--- src/rtl/rpsz_pkg.sv ---
// shared types and constants for the rotated point splat z-buffer
`default_nettype none

package rpsz_pkg;

  localparam int RenderSizeDef = 128;

  // payload widths
  localparam int XW       = 7;
  localparam int YW       = 7;
  localparam int ZW       = 5;
  localparam int ColorW   = 16;
  localparam int IdxW     = 14;
  localparam int DepthW   = 16;
  localparam int TrigW    = 16;
  localparam int RadW     = 2;
  localparam int CfgIdxW  = 2;
  localparam int CfgDataW = 16;

  // datapath widths
  localparam int ProdW  = 24;          // x*cos + z*sin needs 23 bits signed
  localparam int MulW   = ProdW + 5;   // room for the times-17 scale
  localparam int CoordW = 12;          // signed screen coordinate
  localparam int OffW   = RadW + 1;    // signed splat offset

  localparam int ProjMul    = 17;
  localparam int ProjShift  = 18;      // divide by 262144
  localparam int DepthShift = 6;       // divide by 64

  localparam logic signed [DepthW-1:0] DepthEmpty = 16'sh8000;
  localparam logic signed [OffW-1:0]   OffOne     = 1;

  typedef enum logic [CfgIdxW-1:0] {
    CfgSine   = 2'd0,
    CfgCosine = 2'd1,
    CfgRadius = 2'd2
  } cfg_idx_e;

  typedef struct packed {
    logic signed [CoordW-1:0] sx;
    logic signed [CoordW-1:0] sy;
    logic signed [DepthW-1:0] depth;
  } rpsz_proj_t;

endpackage

`default_nettype wire

--- src/rtl/rpsz_xform.sv ---
// rotation and projection of a model point, two register stages
`default_nettype none

module rpsz_xform import rpsz_pkg::*; #(
  parameter int RenderSize = RenderSizeDef
) (
  input  logic                     clk_i,
  input  logic                     load_i,
  input  logic                     step_i,
  input  logic signed [XW-1:0]     x_i,
  input  logic signed [YW-1:0]     y_i,
  input  logic signed [ZW-1:0]     z_i,
  input  logic signed [TrigW-1:0]  sine_i,
  input  logic signed [TrigW-1:0]  cos_i,
  output rpsz_proj_t               proj_o
);

  localparam logic signed [MulW-1:0]  ProjBias  = MulW'((1 << ProjShift) - 1);
  localparam logic signed [MulW-1:0]  MulZero   = '0;
  localparam logic signed [ProdW-1:0] DepthBias = ProdW'((1 << DepthShift) - 1);
  localparam logic signed [ProdW-1:0] ProdZero  = '0;
  localparam logic signed [MulW-1:0]  ProjMulS  = MulW'(ProjMul);
  localparam logic signed [CoordW-1:0] Center   = CoordW'(RenderSize / 2);

  logic signed [ProdW-1:0] xc_q, zs_q, xs_q, zc_q;
  logic signed [YW-1:0]    y_q;
  logic signed [ProdW-1:0] xc_d, zs_d, xs_d, zc_d;

  logic signed [ProdW-1:0]  rx, rz, rz_adj;
  logic signed [MulW-1:0]   rx_w, rx17, rx_adj, q_full;
  logic signed [ProdW-1:0]  dz_full;
  rpsz_proj_t               proj_d, proj_q;

  // stage one: four narrow products
  always_comb begin
    xc_d = ProdW'(x_i) * ProdW'(cos_i);
    zs_d = ProdW'(z_i) * ProdW'(sine_i);
    xs_d = ProdW'(x_i) * ProdW'(sine_i);
    zc_d = ProdW'(z_i) * ProdW'(cos_i);
  end

  always_ff @(posedge clk_i) begin
    if (load_i) begin
      xc_q <= xc_d;
      zs_q <= zs_d;
      xs_q <= xs_d;
      zc_q <= zc_d;
      y_q  <= y_i;
    end
  end

  // stage two: sums, scale and divisions truncating toward zero
  always_comb begin
    rx      = xc_q + zs_q;
    rz      = zc_q - xs_q;
    rx_w    = MulW'(rx);
    rx17    = rx_w * ProjMulS;
    rx_adj  = rx17 + (rx17[MulW-1] ? ProjBias : MulZero);
    q_full  = rx_adj >>> ProjShift;
    rz_adj  = rz + (rz[ProdW-1] ? DepthBias : ProdZero);
    dz_full = rz_adj >>> DepthShift;

    proj_d.sx    = CoordW'(q_full) + Center;
    proj_d.sy    = CoordW'(y_q) + Center;
    proj_d.depth = DepthW'(dz_full);
  end

  always_ff @(posedge clk_i) begin
    if (step_i) begin
      proj_q <= proj_d;
    end
  end

  assign proj_o = proj_q;

endmodule

`default_nettype wire

--- config.mk ---
export PLATFORM = sky130hd
export DESIGN_NAME = rpsz_xform
export DESIGN_NICKNAME = d
export VERILOG_FILES = /design/src/rtl/rpsz_pkg.sv /design/src/rtl/rpsz_xform.sv
export SDC_FILE = /design/constraint.sdc
export NUM_CORES = 1
export LEC_CHECK = 0
export ABC_CLOCK_PERIOD_IN_PS = 9600
export BUFFER_PORTS_ARGS = -buffer_cell sky130_fd_sc_hd__buf_4
export CAP_MARGIN = 40
export CORE_MARGIN = 2
export CORE_UTILIZATION = 45
export CTS_BUF_LIST = sky130_fd_sc_hd__clkbuf_4 sky130_fd_sc_hd__clkbuf_8 sky130_fd_sc_hd__clkbuf_16
export DETAILED_ROUTE_END_ITERATION = 16
export PLACE_DENSITY = 0.73
export SLEW_MARGIN = 20
export SYNTH_ARGS = -nofsm -noshare
export SYNTH_HDL_FRONTEND = slang
export SYNTH_SLANG_ARGS = --single-unit
export TNS_END_PERCENT = 30
--- constraint.sdc ---
create_clock -name clk_i -period 9.6 [get_ports clk_i]
set_clock_uncertainty 0.1 [all_clocks]
set_input_delay 0.96 -clock clk_i [delete_from_list [all_inputs] [get_ports clk_i]]
set_output_delay 0.96 -clock clk_i [all_outputs]
set_load 0.02 [all_outputs]
==> run_results.csv <==
group,metric,value,unit
cts,root_buffer,"clkbuf_16",
grt,grt_pass1_wl,80.1,mm
routing,wl_met2,21.4,mm
timing,setup_violations,0,
routing,vias,16000,
floorplanning,initial_core_util,45.8,%
floorplanning,dieArea,0.0506,mm²
timing,fin_crit_sh,93.2,%
synth,ys_async_sr_fraction,0,%
cts,clk_path_buf_depth,2,
synth,yosys_most_used_dff,"edfxtp_1",
flow_run,max_cap_viol_count,0,
hold_path,worst_hold_path_type,"reg2reg",
timing,final.min_clock_period,8.94,ns
cts,cts_sinks,130,
timing,fin_ws,0.655,ns
grt,grt_overflow,0,
final_layout,syn_to_final_growth,7.82,%
place,place.gp.congestion,0.846,
critical_path,crit_path_end_kind,"flop",
synth,synth-edff-count,130,
cts,cts_resized,0,
timing,slew_viol_final,0,
routing,viasPerCell,5.37,
cts,numCtsBuffers,17,
cts,postCtsSetupBuffers,0,
critical_path,critPathMaxFanout,11,
grt,grt_max_degree,49,
cts,cts_hold_buf,0,
floorplanning,die_x,225,µm
synth,synth_area_per_cell,9.47,µm²
place,io_buffers,88,
cts,insertion_delay,0.46,ns
place,detailed_place_hpwl,36.4,mm
synth,yosys_warnings,0,
routing,wl_per_cell,15.7,µm
synth,synth_area,0.0220,mm²
critical_path,worstPathArrival,9.05,ns
place,place_ws,0.547,ns
timing,finalHoldViolCount,0,
synth,synth_seq_cells,130,
cts,cts_tree,"done",
timing,rsz0062_at_grt,"no",
timing,final.setup.tns,0,ns
routing,routed.top_layer,"met4",
critical_path,worst_path_most_repeated_cell,"ha_1",
routing,dr.pass1.iters,5,
critical_path,cp_slowest_cell,"or4_4",
floorplanning,core,0.0479,mm²
synth,yosysSeqAreaShare,17.8,%
floorplanning,rows,80,
final_layout,drive_above_1_share,6.07,%
floorplanning,die_h,225,µm
floorplanning,pin_count,94,
critical_path,startpoint_type,"flop",
timing,max_freq,112,MHz
synth,yosysUniqueCellTypes,75,
cts,path_clk_slew,0.07,ns
routing,detail-route-antenna-nets,0,
cts,htreeDepth,4,
critical_path,required,9.71,ns
routing,drt_iter0_markers,973,
critical_path,cpPeakStageDelay,0.54,ns
critical_path,path_class,"reg2reg",
timing,slew_headroom,46.3,%
timing,tightest_slew,0.796,ns
grt,grt_pass1_vias,16500,
grt,track_usage,19.5,%
routing,drc,0,
routing,wl,46.8,mm
synth,synth_cells,2321,
outcome,status,"finished, final reports clean",
final_layout,nets,2973,
grt,antenna_found_initial,2,
routing,met1_length,21.7,mm
routing,met3_length,2.75,mm
## cell families (layout without fill, tap and decap cells)
| kind of cell | after synthesis | in the layout | synth area share, % |
|---|---|---|---|
| adder cells (fa/ha/maj) | 561 | 561 | 41.2 |
| XOR/XNOR | 154 | 154 | 6.14 |
| buffers and inverters | 426 | 472 | 7.43 |
| other | 1 | 7 | 0.0171 |
| AND/OR/NAND/NOR | 697 | 697 | 16.6 |
| multiplexers | 4 | 4 | 0.182 |
| AO/OA/AOI/OAI | 348 | 348 | 10.7 |
| flip-flops | 130 | 130 | 17.8 |
## worst max-delay path: cells and delay by family (launching register included)
kind                     cells  cell delay (ns)
flip-flops                   1             0.37
XOR/XNOR                     4             0.83
AND/OR/NAND/NOR              6             1.21
buffers and inverters        2             0.32
adder cells (fa/ha/maj)      6             1.94
AO/OA/AOI/OAI               17             3.93
## cell usage in the layout, fill, tap and decap left out, types with 4 or more instances in the layout
master	n
mux2i_1	4
or3_1	6
and3_1	12
o21ai_1	4
nor2b_1	25
o2111ai_1	6
or2_2	6
a21boi_0	19
ha_1	290
nand3b_1	4
a21oi_1	98
nor3_1	28
fa_1	271
edfxtp_1	130
a311oi_1	4
a2111oi_0	5
a31oi_1	4
xor2_1	36
and2_1	204
o21bai_1	15
a211oi_1	16
o211ai_1	11
a21o_1	29
o21a_1	29
nand4_1	10
conb_1	5
inv_1	350
nand2_1	189
clkbuf_16	17
nor4_1	4
buf_4	90
a211o_1	7
xnor2_1	118
nand3_1	26
nand2b_1	73
o31ai_1	8
nor2_1	91
a221oi_1	4
o21ai_0	56
## layout make-up
class                   count  area (µm²)
diodes                      2        5.00
clock buffers              18         433
clock inverters            14         139
fillers                  4322       24200
inverters                 350        1310
multi-input cells        1769       16500
flip-flops and latches    130        3900
well taps                 615         769
repair buffers             90         676
## synthesized netlist by cell type, types with 10 or more instances
cell | count | share of area, %
clkbuf_1 | 69 | 1.2
a211oi_1 | 16 | 0.55
nor2b_1 | 25 | 0.71
a21boi_0 | 19 | 0.65
a21oi_1 | 98 | 2.2
nor3_1 | 28 | 0.64
nand4_1 | 10 | 0.28
nand2_1 | 189 | 3.2
nand2b_1 | 73 | 2.1
o21bai_1 | 15 | 0.51
and3_1 | 12 | 0.34
xor2_1 | 36 | 1.4
ha_1 | 290 | 17
nor2_1 | 91 | 1.6
nand3_1 | 26 | 0.59
o21a_1 | 29 | 0.99
o21ai_0 | 59 | 1.3
a21o_1 | 29 | 0.99
fa_1 | 271 | 25
inv_1 | 350 | 6.0
o211ai_1 | 11 | 0.38
xnor2_1 | 118 | 4.7
edfxtp_1 | 130 | 18
and2_1 | 204 | 5.8
## routing by layer
layer  global-route usage (%)  vias to the layer above
met1                     27.2                     7864
met3                     3.32                       52
met2                     31.3                      413
li1                         -                     7707
met5                        0                        -
met4                     5.55                        0
## final timing paths
kind                                             end  slack [ns]         startpoint  cells past startpoint
worst min register to register  proj_o[16]$_DFFE_PP_        0.31   y_q[0]$_DFFE_PP_                      0
worst max-delay path            proj_o[38]$_DFFE_PP_        0.66  xc_q[8]$_DFFE_PP_                     35
worst min-delay path            proj_o[16]$_DFFE_PP_        0.31   y_q[0]$_DFFE_PP_                      0
worst max register to register  proj_o[38]$_DFFE_PP_        0.66  xc_q[8]$_DFFE_PP_                     35
## sequential cells by signal, summed over array words and instances, names as in the netlist
name / flops
zs_q: 21
xc_q: 23
zc_q: 21
y_q: 7
proj_o: 35
xs_q: 23
## metrics by stage
| step | utilization [%] | cells | area (µm²) | hold slack [ns] |
|---|---|---|---|---|
| finish | 49.4 | 2988 | 23700 | 0.310 |
| global route | 49.4 | 2987 | 23700 | 0.310 |
| CTS | 49.4 | 2986 | 23700 | 0.309 |
| detailed placement | 48.2 | 2954 | 23100 | 0.307 |
| global placement | 48.2 | 2954 | 23100 | 0.303 |
| floorplan | - | 2325 | 22000 | 0.300 |
Power is not shown: default switching activity piles up to over one toggle a cycle in this logic, so the estimate is an artifact.
